`src/rtl/core/oale_pkg.sv`:
```
package oale_pkg;

    // List capacity and the widths that follow from it.
    localparam int CAPACITY  = 8;
    localparam int IDX_W     = (CAPACITY > 1) ? $clog2(CAPACITY) : 1;
    localparam int CNT_W     = $clog2(CAPACITY + 1);
    localparam int EXT_W     = CNT_W + 8;
    localparam int RAM_DEPTH = 2 * CAPACITY;
    localparam int ADDR_W    = IDX_W + 1;
    localparam int DATA_W    = 32;

    typedef logic signed [DATA_W-1:0] t_data;

    // Command codes carried by an input transfer.
    typedef enum logic [3:0] {
        CMD_INS_FRONT = 4'd0,
        CMD_INS_BACK  = 4'd1,
        CMD_INS_AT    = 4'd2,
        CMD_DEL_FRONT = 4'd3,
        CMD_DEL_BACK  = 4'd4,
        CMD_DEL_AT    = 4'd5,
        CMD_READ_ALL  = 4'd6,
        CMD_SEARCH    = 4'd7,
        CMD_ROTATE    = 4'd8
    } t_cmd;

    // Status codes carried by a result transfer.
    typedef enum logic [2:0] {
        ST_OK       = 3'd0,
        ST_FULL     = 3'd1,
        ST_EMPTY    = 3'd2,
        ST_BADPOS   = 3'd3,
        ST_NOTFOUND = 3'd4
    } t_status;

endpackage

```
`src/rtl/core/ordered_array_list_engine_top.sv`:
```
// Insert and delete shift one entry at a time; delete back, every error status and an unused
// command go straight to the result state; search compares one entry at a time; rotate first
// reduces the amount modulo the count in 8 remainder steps, then copies entry by entry; read-all
// gives one result per entry. The single memory sets this pace, and o_stall stays high
// until the last result is registered, so one command runs at a time. Synchronous active-low
// reset empties the list and sets the cursor to -1.
module ordered_array_list_engine_top (
    input  logic                 i_clk,
    input  logic                 i_rst_n,
    input  logic                 i_valid,
    output logic                 o_stall,
    input  logic [3:0]           i_command,
    input  oale_pkg::t_data      i_value,
    input  logic [3:0]           i_position,
    input  logic [7:0]           i_rotate_amount,
    output logic                 o_valid,
    input  logic                 i_stall,
    output logic [2:0]           o_status,
    output oale_pkg::t_data      o_entry_value,
    output logic [3:0]           o_found_position,
    output logic signed [3:0]    o_cursor,
    output logic [3:0]           o_count,
    output logic                 o_last
);

    import oale_pkg::*;

    typedef enum logic [10:0] {
        S_IDLE     = 11'b000_0000_0001,
        S_SHIFT_RD = 11'b000_0000_0010,
        S_SHIFT_WR = 11'b000_0000_0100,
        S_RD_ADDR  = 11'b000_0000_1000,
        S_RD_OUT   = 11'b000_0001_0000,
        S_SRCH_RD  = 11'b000_0010_0000,
        S_SRCH_CMP = 11'b000_0100_0000,
        S_MOD      = 11'b000_1000_0000,
        S_ROT_RD   = 11'b001_0000_0000,
        S_ROT_WR   = 11'b010_0000_0000,
        S_EMIT     = 11'b100_0000_0000
    } t_state;

    // Control state.
    t_state             r_state, n_state;
    logic [CNT_W-1:0]   r_count, n_count;
    logic               r_cur_none, n_cur_none;
    logic [IDX_W-1:0]   r_cur_idx, n_cur_idx;
    logic               r_bank, n_bank;
    logic               r_o_valid, n_o_valid;

    // Working registers of the sequencer.
    t_cmd               r_cmd, n_cmd;
    t_data              r_val, n_val;
    logic [IDX_W-1:0]   r_idx, n_idx;
    logic [CNT_W-1:0]   r_i, n_i;
    logic [IDX_W-1:0]   r_j, n_j;
    logic [7:0]         r_rem, n_rem;
    logic [EXT_W-1:0]   r_div, n_div;
    logic [2:0]         r_step, n_step;
    t_status            r_status, n_status;
    logic [3:0]         r_fpos, n_fpos;

    // Output register.
    logic [2:0]         r_o_status, n_o_status;
    t_data              r_o_entry, n_o_entry;
    logic [3:0]         r_o_fpos, n_o_fpos;
    logic [3:0]         r_o_cursor, n_o_cursor;
    logic [3:0]         r_o_count, n_o_count;
    logic               r_o_last, n_o_last;

    // Memory port.
    logic               wr_en;
    logic [ADDR_W-1:0]  wr_addr;
    t_data              wr_data;
    logic [IDX_W-1:0]   rd_idx;
    t_data              rd_data;

    // Extended copies for compares and sums.
    logic [EXT_W-1:0]   cnt_ext, i_ext, i_p1, idx_ext, j_ext, pos_ext, cur_ext;
    logic [EXT_W-1:0]   rem_ext, rem_after, rot_sum, rot_cur;
    logic               is_ins, slot_free, full;

    assign cnt_ext   = EXT_W'(r_count);
    assign i_ext     = EXT_W'(r_i);
    assign i_p1      = i_ext + EXT_W'(1);
    assign idx_ext   = EXT_W'(r_idx);
    assign j_ext     = EXT_W'(r_j);
    assign pos_ext   = EXT_W'(i_position);
    assign cur_ext   = EXT_W'(r_cur_idx);
    assign rem_ext   = EXT_W'(r_rem);
    assign full      = (cnt_ext >= EXT_W'(CAPACITY));
    assign is_ins    = (r_cmd == CMD_INS_FRONT) || (r_cmd == CMD_INS_BACK)
                       || (r_cmd == CMD_INS_AT);
    assign slot_free = !r_o_valid || !i_stall;

    // One restoring step of the rotate amount modulo the count.
    assign rem_after = (rem_ext >= r_div) ? (rem_ext - r_div) : rem_ext;

    // The cursor plus the rotate amount stays below twice the count.
    assign rot_sum = cur_ext + rem_ext;
    assign rot_cur = (rot_sum >= cnt_ext) ? (rot_sum - cnt_ext) : rot_sum;

    oale_ram #(
        .WIDTH (DATA_W),
        .DEPTH (RAM_DEPTH)
    ) u_ram (
        .i_clk     (i_clk),
        .i_wr_en   (wr_en),
        .i_wr_addr (wr_addr),
        .i_wr_data (wr_data),
        .i_rd_addr ({r_bank, rd_idx}),
        .o_rd_data (rd_data)
    );

    // Sequencer and its datapath.
    always_comb begin
        n_state    = r_state;
        n_count    = r_count;
        n_cur_none = r_cur_none;
        n_cur_idx  = r_cur_idx;
        n_bank     = r_bank;
        n_cmd      = r_cmd;
        n_val      = r_val;
        n_idx      = r_idx;
        n_i        = r_i;
        n_j        = r_j;
        n_rem      = r_rem;
        n_div      = r_div;
        n_step     = r_step;
        n_status   = r_status;
        n_fpos     = r_fpos;
        n_o_valid  = r_o_valid && i_stall;
        n_o_status = r_o_status;
        n_o_entry  = r_o_entry;
        n_o_fpos   = r_o_fpos;
        n_o_cursor = r_o_cursor;
        n_o_count  = r_o_count;
        n_o_last   = r_o_last;
        wr_en      = 1'b0;
        wr_addr    = {r_bank, r_idx};
        wr_data    = rd_data;
        rd_idx     = r_i[IDX_W-1:0];

        unique case (r_state)
            S_IDLE: begin
                if (i_valid) begin
                    n_cmd    = t_cmd'(i_command);
                    n_val    = i_value;
                    n_status = ST_OK;
                    n_fpos   = 4'd0;
                    n_state  = S_EMIT;
                    unique case (t_cmd'(i_command))
                        CMD_INS_FRONT, CMD_INS_BACK, CMD_INS_AT: begin
                            if (full) begin
                                n_status = ST_FULL;
                            end else if (t_cmd'(i_command) == CMD_INS_AT
                                         && (pos_ext == '0
                                             || pos_ext > cnt_ext + EXT_W'(1))) begin
                                n_status = ST_BADPOS;
                            end else begin
                                if (t_cmd'(i_command) == CMD_INS_FRONT) begin
                                    n_idx = '0;
                                end else if (t_cmd'(i_command) == CMD_INS_BACK) begin
                                    n_idx = cnt_ext[IDX_W-1:0];
                                end else begin
                                    n_idx = IDX_W'(pos_ext - EXT_W'(1));
                                end
                                n_i     = r_count;
                                n_state = S_SHIFT_RD;
                            end
                        end
                        CMD_DEL_FRONT, CMD_DEL_BACK, CMD_DEL_AT: begin
                            if (r_count == '0) begin
                                n_status = ST_EMPTY;
                            end else if (t_cmd'(i_command) == CMD_DEL_BACK) begin
                                n_count = r_count - CNT_W'(1);
                                if (cnt_ext == EXT_W'(1)) begin
                                    n_cur_none = 1'b1;
                                end else begin
                                    n_cur_none = 1'b0;
                                    n_cur_idx  = IDX_W'(cnt_ext - EXT_W'(2));
                                end
                            end else if (t_cmd'(i_command) == CMD_DEL_AT
                                         && (pos_ext == '0 || pos_ext > cnt_ext)) begin
                                n_status = ST_BADPOS;
                            end else begin
                                if (t_cmd'(i_command) == CMD_DEL_FRONT) begin
                                    n_idx = '0;
                                    n_i   = '0;
                                end else begin
                                    n_idx = IDX_W'(pos_ext - EXT_W'(1));
                                    n_i   = CNT_W'(pos_ext - EXT_W'(1));
                                end
                                n_state = S_SHIFT_RD;
                            end
                        end
                        CMD_READ_ALL: begin
                            if (r_count == '0) begin
                                n_status = ST_EMPTY;
                            end else begin
                                n_i     = '0;
                                n_state = S_RD_ADDR;
                            end
                        end
                        CMD_SEARCH: begin
                            n_i     = '0;
                            n_state = S_SRCH_RD;
                        end
                        CMD_ROTATE: begin
                            if (r_count == '0) begin
                                n_status = ST_EMPTY;
                            end else begin
                                n_rem   = i_rotate_amount;
                                n_div   = cnt_ext << 7;
                                n_step  = 3'd7;
                                n_state = S_MOD;
                            end
                        end
                        default: begin
                            n_status = ST_OK;
                        end
                    endcase
                end
            end

            // Insert walks down opening a gap; delete walks up closing one.
            S_SHIFT_RD: begin
                if (is_ins) begin
                    if (i_ext == idx_ext) begin
                        wr_en      = 1'b1;
                        wr_addr    = {r_bank, r_idx};
                        wr_data    = r_val;
                        n_count    = r_count + CNT_W'(1);
                        n_cur_none = 1'b0;
                        n_cur_idx  = r_idx;
                        n_state    = S_EMIT;
                    end else begin
                        rd_idx  = IDX_W'(i_ext - EXT_W'(1));
                        n_state = S_SHIFT_WR;
                    end
                end else begin
                    if (i_p1 >= cnt_ext) begin
                        n_count    = r_count - CNT_W'(1);
                        n_cur_none = 1'b0;
                        n_cur_idx  = r_idx;
                        n_state    = S_EMIT;
                    end else begin
                        rd_idx  = IDX_W'(i_p1);
                        n_state = S_SHIFT_WR;
                    end
                end
            end

            S_SHIFT_WR: begin
                wr_en   = 1'b1;
                wr_addr = {r_bank, r_i[IDX_W-1:0]};
                wr_data = rd_data;
                n_i     = is_ins ? (r_i - CNT_W'(1)) : (r_i + CNT_W'(1));
                n_state = S_SHIFT_RD;
            end

            S_RD_ADDR: begin
                n_state = S_RD_OUT;
            end

            // Read data stays valid while the address is held.
            S_RD_OUT: begin
                if (slot_free) begin
                    n_o_valid  = 1'b1;
                    n_o_status = ST_OK;
                    n_o_entry  = rd_data;
                    n_o_fpos   = 4'd0;
                    n_o_cursor = r_cur_none ? 4'hF : cur_ext[3:0];
                    n_o_count  = cnt_ext[3:0];
                    n_o_last   = (i_p1 == cnt_ext);
                    if (i_p1 == cnt_ext) begin
                        n_state = S_IDLE;
                    end else begin
                        n_i     = r_i + CNT_W'(1);
                        n_state = S_RD_ADDR;
                    end
                end
            end

            S_SRCH_RD: begin
                if (r_i == r_count) begin
                    n_status = ST_NOTFOUND;
                    n_state  = S_EMIT;
                end else begin
                    n_state = S_SRCH_CMP;
                end
            end

            S_SRCH_CMP: begin
                if (rd_data == r_val) begin
                    n_cur_none = 1'b0;
                    n_cur_idx  = r_i[IDX_W-1:0];
                    n_fpos     = i_p1[3:0];
                    n_state    = S_EMIT;
                end else begin
                    n_i     = r_i + CNT_W'(1);
                    n_state = S_SRCH_RD;
                end
            end

            S_MOD: begin
                n_rem  = rem_after[7:0];
                n_div  = r_div >> 1;
                n_step = r_step - 3'd1;
                if (r_step == 3'd0) begin
                    n_i     = '0;
                    n_j     = rem_after[IDX_W-1:0];
                    n_state = S_ROT_RD;
                end
            end

            // Copy into the other bank at the rotated place, then swap banks.
            S_ROT_RD: begin
                if (r_i == r_count) begin
                    n_bank = ~r_bank;
                    if (!r_cur_none) begin
                        n_cur_idx = rot_cur[IDX_W-1:0];
                    end
                    n_state = S_EMIT;
                end else begin
                    n_state = S_ROT_WR;
                end
            end

            S_ROT_WR: begin
                wr_en   = 1'b1;
                wr_addr = {~r_bank, r_j};
                wr_data = rd_data;
                n_i     = r_i + CNT_W'(1);
                n_j     = (j_ext + EXT_W'(1) == cnt_ext) ? '0 : (r_j + IDX_W'(1));
                n_state = S_ROT_RD;
            end

            S_EMIT: begin
                if (slot_free) begin
                    n_o_valid  = 1'b1;
                    n_o_status = r_status;
                    n_o_entry  = '0;
                    n_o_fpos   = r_fpos;
                    n_o_cursor = r_cur_none ? 4'hF : cur_ext[3:0];
                    n_o_count  = cnt_ext[3:0];
                    n_o_last   = 1'b1;
                    n_state    = S_IDLE;
                end
            end

            default: begin
                n_state = S_IDLE;
            end
        endcase
    end

    // Control registers.
    always_ff @(posedge i_clk) begin
        if (!i_rst_n) begin
            r_state    <= S_IDLE;
            r_count    <= '0;
            r_cur_none <= 1'b1;
            r_cur_idx  <= '0;
            r_bank     <= 1'b0;
            r_o_valid  <= 1'b0;
        end else begin
            r_state    <= n_state;
            r_count    <= n_count;
            r_cur_none <= n_cur_none;
            r_cur_idx  <= n_cur_idx;
            r_bank     <= n_bank;
            r_o_valid  <= n_o_valid;
        end
    end

    // Working and output payload registers.
    always_ff @(posedge i_clk) begin
        r_cmd      <= n_cmd;
        r_val      <= n_val;
        r_idx      <= n_idx;
        r_i        <= n_i;
        r_j        <= n_j;
        r_rem      <= n_rem;
        r_div      <= n_div;
        r_step     <= n_step;
        r_status   <= n_status;
        r_fpos     <= n_fpos;
        r_o_status <= n_o_status;
        r_o_entry  <= n_o_entry;
        r_o_fpos   <= n_o_fpos;
        r_o_cursor <= n_o_cursor;
        r_o_count  <= n_o_count;
        r_o_last   <= n_o_last;
    end

    assign o_stall          = (r_state != S_IDLE);
    assign o_valid          = r_o_valid;
    assign o_status         = r_o_status;
    assign o_entry_value    = r_o_entry;
    assign o_found_position = r_o_fpos;
    assign o_cursor         = r_o_cursor;
    assign o_count          = r_o_count;
    assign o_last           = r_o_last;

    // The count never passes the capacity.
    a_count_max: assert property (@(posedge i_clk) disable iff (!i_rst_n)
        r_count <= CNT_W'(CAPACITY))
        else $error("entry count above capacity");

    // A live cursor never points past the count.
    a_cursor_range: assert property (@(posedge i_clk) disable iff (!i_rst_n)
        !r_cur_none |-> (cur_ext <= cnt_ext))
        else $error("cursor beyond count");

    // Every accepted command starts work.
    a_busy_after_accept: assert property (@(posedge i_clk) disable iff (!i_rst_n)
        (i_valid && !o_stall) |=> (r_state != S_IDLE))
        else $error("command accepted without work");

    // Only read-all produces a result that is not the last one.
    a_multi_readall: assert property (@(posedge i_clk) disable iff (!i_rst_n)
        (o_valid && !o_last) |-> (r_cmd == CMD_READ_ALL))
        else $error("non-final result outside read-all");

    // Rotation destinations stay inside the list.
    a_rot_dest: assert property (@(posedge i_clk) disable iff (!i_rst_n)
        (r_state == S_ROT_WR) |-> (j_ext < cnt_ext))
        else $error("rotate destination out of range");

endmodule

```
`src/rtl/core/oale_ram.sv`:
```
module oale_ram #(
    parameter int WIDTH = 32,
    parameter int DEPTH = 16
) (
    input  logic                     i_clk,
    input  logic                     i_wr_en,
    input  logic [$clog2(DEPTH)-1:0] i_wr_addr,
    input  logic [WIDTH-1:0]         i_wr_data,
    input  logic [$clog2(DEPTH)-1:0] i_rd_addr,
    output logic [WIDTH-1:0]         o_rd_data
);

    logic [WIDTH-1:0] r_mem [DEPTH];
    logic [WIDTH-1:0] r_rd_data;

    // One write port and one read port with registered read data.
    always_ff @(posedge i_clk) begin
        if (i_wr_en) begin
            r_mem[i_wr_addr] <= i_wr_data;
        end
        r_rd_data <= r_mem[i_rd_addr];
    end

    assign o_rd_data = r_rd_data;

endmodule

```
`config.mk`:
```
export PLATFORM = sky130hd
export DESIGN_NAME = ordered_array_list_engine_top
export DESIGN_NICKNAME = d
export VERILOG_FILES = /design/src/rtl/core/oale_pkg.sv /design/src/rtl/core/ordered_array_list_engine_top.sv /design/src/rtl/core/oale_ram.sv
export SDC_FILE = /design/constraint.sdc
export NUM_CORES = 1
export LEC_CHECK = 0
export ABC_CLOCK_PERIOD_IN_PS = 4940
export BUFFER_PORTS_ARGS = -buffer_cell sky130_fd_sc_hd__buf_4
export CELL_PAD_IN_SITES_DETAIL_PLACEMENT = 0
export CELL_PAD_IN_SITES_GLOBAL_PLACEMENT = 2
export CORE_UTILIZATION = 43
export CTS_CLUSTER_SIZE = 24
export DETAILED_ROUTE_END_ITERATION = 12
export PLACE_DENSITY_LB_ADDON = 0.15
export SLEW_MARGIN = 0
export SYNTH_ARGS = -nofsm -noshare
export SYNTH_HDL_FRONTEND = slang
export SYNTH_SLANG_ARGS = --single-unit
```
`constraint.sdc`:
```
create_clock -name i_clk -period 4.94 [get_ports i_clk]
set_clock_uncertainty 0.1 [all_clocks]
set_input_delay 0.741 -clock i_clk [delete_from_list [all_inputs] [get_ports i_clk]]
set_output_delay 0.741 -clock i_clk [all_outputs]
set_load 0.05 [all_outputs]
```
==> impl_results.md <==
- Syn_nets: 3328
- DPL Wire Length: 70.6 mm
- # IOs: 102
- Initial DRT Pass Iterations: 8
- Final Wtd Congestion: 0.870
- CTS buffer count: 79
- Final setup fails: 0
- Cell variety after synth: 71
- Sw power: 0.00539 W
- Final wirelength: 122 mm
- Most used cell, CP: ha_1
- Die width: 290 um
- Critical Path RT: 5350 ps
- Via count of the first global-routing pass: 27.9k
- Sequential fraction of the synthesis area: 56.3%
- Commonest non-fill, non-tap cell in the layout: edfxtp_1
- Final hold viol count: 0
- Synth-to-Final Area Change: 13.6%
- Slew margin rel.: 20.3%
- VDD IR max: 248 uV
- Worst Hold Class: in2reg
- Nets: 3304
- CP Max Fanout: 28
- Post-synth EDFFs: 635
- Clock sink count: 688
- Syn. warnings: 0
- Rows: 105
- ANT nets after route: 0
- Clock power frac: 34.4%
- Crit start category: flop
- Critical path's slowest cell: edfxtp_1
- Post-CTS sizing: 0
- Largest stage delay, worst path: 600 ps
- Setup Buffers After CTS: 0
- Worst-margin pin slew: 1200 ps
- Crit-path cells: ha_1 > xnor2_1 > inv_1 > ha_1 > o21a_1 > a21oi_1 > a32oi_1 > o21ai_1 > and3_2 > buf_12 > o221ai_1 > o2111a_1
- FFs w/ async S/R, synth: 0%
- Drc violations: 0
- Max Fclk: 241 MHz
- Synthesized area: 35700 um^2
- Die area: 84300 um^2
- GRT overflow: 0
- Worst Setup Path Type: reg2reg
- Number of buffers added on ports: 101
- Run status: finished, final reports clean
- Root Buffer: clkbuf_16
- Drt initial violations: 2985
- Xor and xnor fraction of the mapped netlist area: 1.49%
- Initial Util: 43.5%
- Comb pwr share: 23.2%
- Final Cell Area: 40600 um^2
- Largest family of logic cells by synthesized area: compound AO/OA/AOI/OAI gates
- Clk buf depth: 3
- Static leakage: 13.6 nW
- Share of cells above drive strength 1: 12.3%
- Final min period: 4150 ps
- Die Ht: 290 um
- Post-CTS Hold Fix Bufs: 0
- Share of power burned in registers: 42.5%
- Pwr dens: 423 nW/um^2
- Max-Cap Viols: 0
- First-pass GRT wire length: 181 mm
- Seq cells post-synth: 688
- Multiplexer share of the synthesized area: 2.98%
- Switching Share: 31.4%
- Pin count of the biggest net entering global routing: 200
- CTS tree: yes
- Cells after Synth: 3233
- Slew Limit Fails: 0
- CTS clk-pin slew, worst paths: 60 ps
- Overall Power: 0.0172 W
- Area after DPL: 38000 um^2
- Most frequent cells in the layout: 635 x edfxtp_1, 572 x nand2_1, 387 x a221oi_1
- Crit end category: flop
- Synth Area per Inst: 11.1 um^2
- Post-synthesis adder-cell area fraction: 1.57%
- WP data arrival: 4560 ps
- P_int: 0.0118 W
- Drt wl/cell: 28.1 um
- Initial antenna violation count: 2
- Core Footprint: 82100 um^2
- Synth Area in Compound Gates: 21.2%
- Clk_lat worst skew: 630 ps
- Setup TNS: 0 ps
- Top_reg_cell synth: edfxtp_1
- RSZ-0062 raised after global routing: false
- Synth Area in Simple Gates: 12.4%
- Tot GR Track Use: 28.4%
- Vias/cell: 6.61
- DR vias: 28.7k
- H-Tree Depth: 3
- Final worst-path cycle share: 83.9%
-- logic make-up after synthesis --
kind of cell | count (synthesis)
AO/OA/AOI/OAI | 965
XOR/XNOR | 61
adder cells (fa/ha/maj) | 43
buffers and inverters | 343
flip-flops | 688
multiplexers | 102
AND/OR/NAND/NOR | 1031
-- power groups by stage --
stage                     clock network [W]  logic, W  registers [W]
after CTS                           0.00599   0.00394        0.00728
final                               0.00590   0.00398        0.00728
after global routing                0.00620   0.00428        0.00728
after floorplan                           0   0.00261        0.00725
after global placement                    0   0.00386        0.00741
after detailed placement                  0   0.00393        0.00740
-- cell usage after synthesis (all sizes together) (4+ instances only) --
| master | number | area (um^2) |
|---|---|---|
| a211oi | 102 | 778 |
| a21boi | 5 | 37.5 |
| a21o | 9 | 67.6 |
| a21oi | 102 | 510 |
| a221oi | 387 | 3390 |
| a22oi | 103 | 773 |
| a31oi | 5 | 31.3 |
| a32o | 5 | 50.1 |
| and2 | 13 | 81.3 |
| and3 | 10 | 62.6 |
| buf | 60 | 372 |
| clkbuf | 243 | 912 |
| dfxtp | 53 | 1060 |
| edfxtp | 635 | 19100 |
| ha | 40 | 500 |
| inv | 38 | 143 |
| mux2 | 34 | 383 |
| mux2i | 68 | 681 |
| nand2 | 573 | 2150 |
| nand2b | 11 | 68.8 |
| nand3 | 21 | 105 |
| nand4 | 11 | 68.8 |
| nor2 | 198 | 743 |
| nor2b | 40 | 250 |
| nor3 | 78 | 390 |
| nor3b | 6 | 45.0 |
| nor4 | 14 | 87.6 |
| o2111a | 32 | 360 |
| o211ai | 7 | 52.6 |
| o21a | 6 | 45.0 |
| o21ai | 72 | 360 |
| o221a | 4 | 45.0 |
| o221ai | 66 | 578 |
| o22ai | 8 | 50.1 |
| o31a | 32 | 280 |
| or2 | 5 | 31.3 |
| or3 | 38 | 238 |
| xnor2 | 20 | 175 |
| xor2 | 41 | 359 |
-- worst max-delay path: cells and delay by family, from the launching register on --
kind                       cells  cell delay (ps)
adders and majority gates      2              640
and+or+nand+nor                1              440
xor gates and xnor gates       1              250
buffers and inverters          2              370
AOI/OAI and AO/OA              6             1570
DFF                            1              600
-- state kept, by name, summed over array words and instances, names as in the netlist, 3 cells and up --
register          count
u_ram.r_mem         512
o_entry_value        32
r_val                32
u_ram.o_rd_data      32
r_div                11
r_state              11
r_rem                 8
o_count               4
o_cursor              4
o_found_position      4
r_cmd                 4
r_count               4
r_fpos                4
r_i                   4
o_status              3
r_cur_idx             3
r_idx                 3
r_j                   3
r_status              3
r_step                3
-- through the flow --
stage	std cells	hold slack (ps)	setup WS, ps	utilization [%]
2_1_floorplan	3233	306	390	-
3_3_place_gp	4198	431	834	46.3
3_5_place_dp	4198	413	830	46.3
4_1_cts	4342	152	820	49.4
5_1_grt	4342	163	499	49.4
6_report	4343	191	793	49.4
-- worst paths after layout --
path          startpoint  slack [ps]  cells past startpoint             endpoint
max               r_i[0]         790                     12   u_ram.o_rd_data[2]
min          i_value[31]         190                      1            r_val[31]
min reg2reg    r_fpos[2]         420                      1  o_found_position[2]
max reg2reg       r_i[0]         790                     12   u_ram.o_rd_data[2]
-- routing by layer --
metal | GRT usage [%] | routed length (um) | vias to the layer above
met4 | 12.6 | 5520 | 0
met3 | 4.64 | 8360 | 273
met2 | 46.4 | 57600 | 1254
li1 | - | - | 12700
met1 | 37.2 | 50600 | 14500
met5 | 0 | 0 | -
-- final cells by class --
| cell class | instances | area (um^2) |
|---|---|---|
| fill | 7171 | 41500 |
| sequential | 688 | 20100 |
| multi-input combinational | 2202 | 14500 |
| clock buffer | 102 | 2190 |
| timing repair buffer | 198 | 1910 |
| tap | 1070 | 1340 |
| clock inverter | 42 | 395 |
| inverter | 40 | 158 |
| antenna | 1 | 2.50 |
No activity file was read; power rests on OpenSTA's default activity.
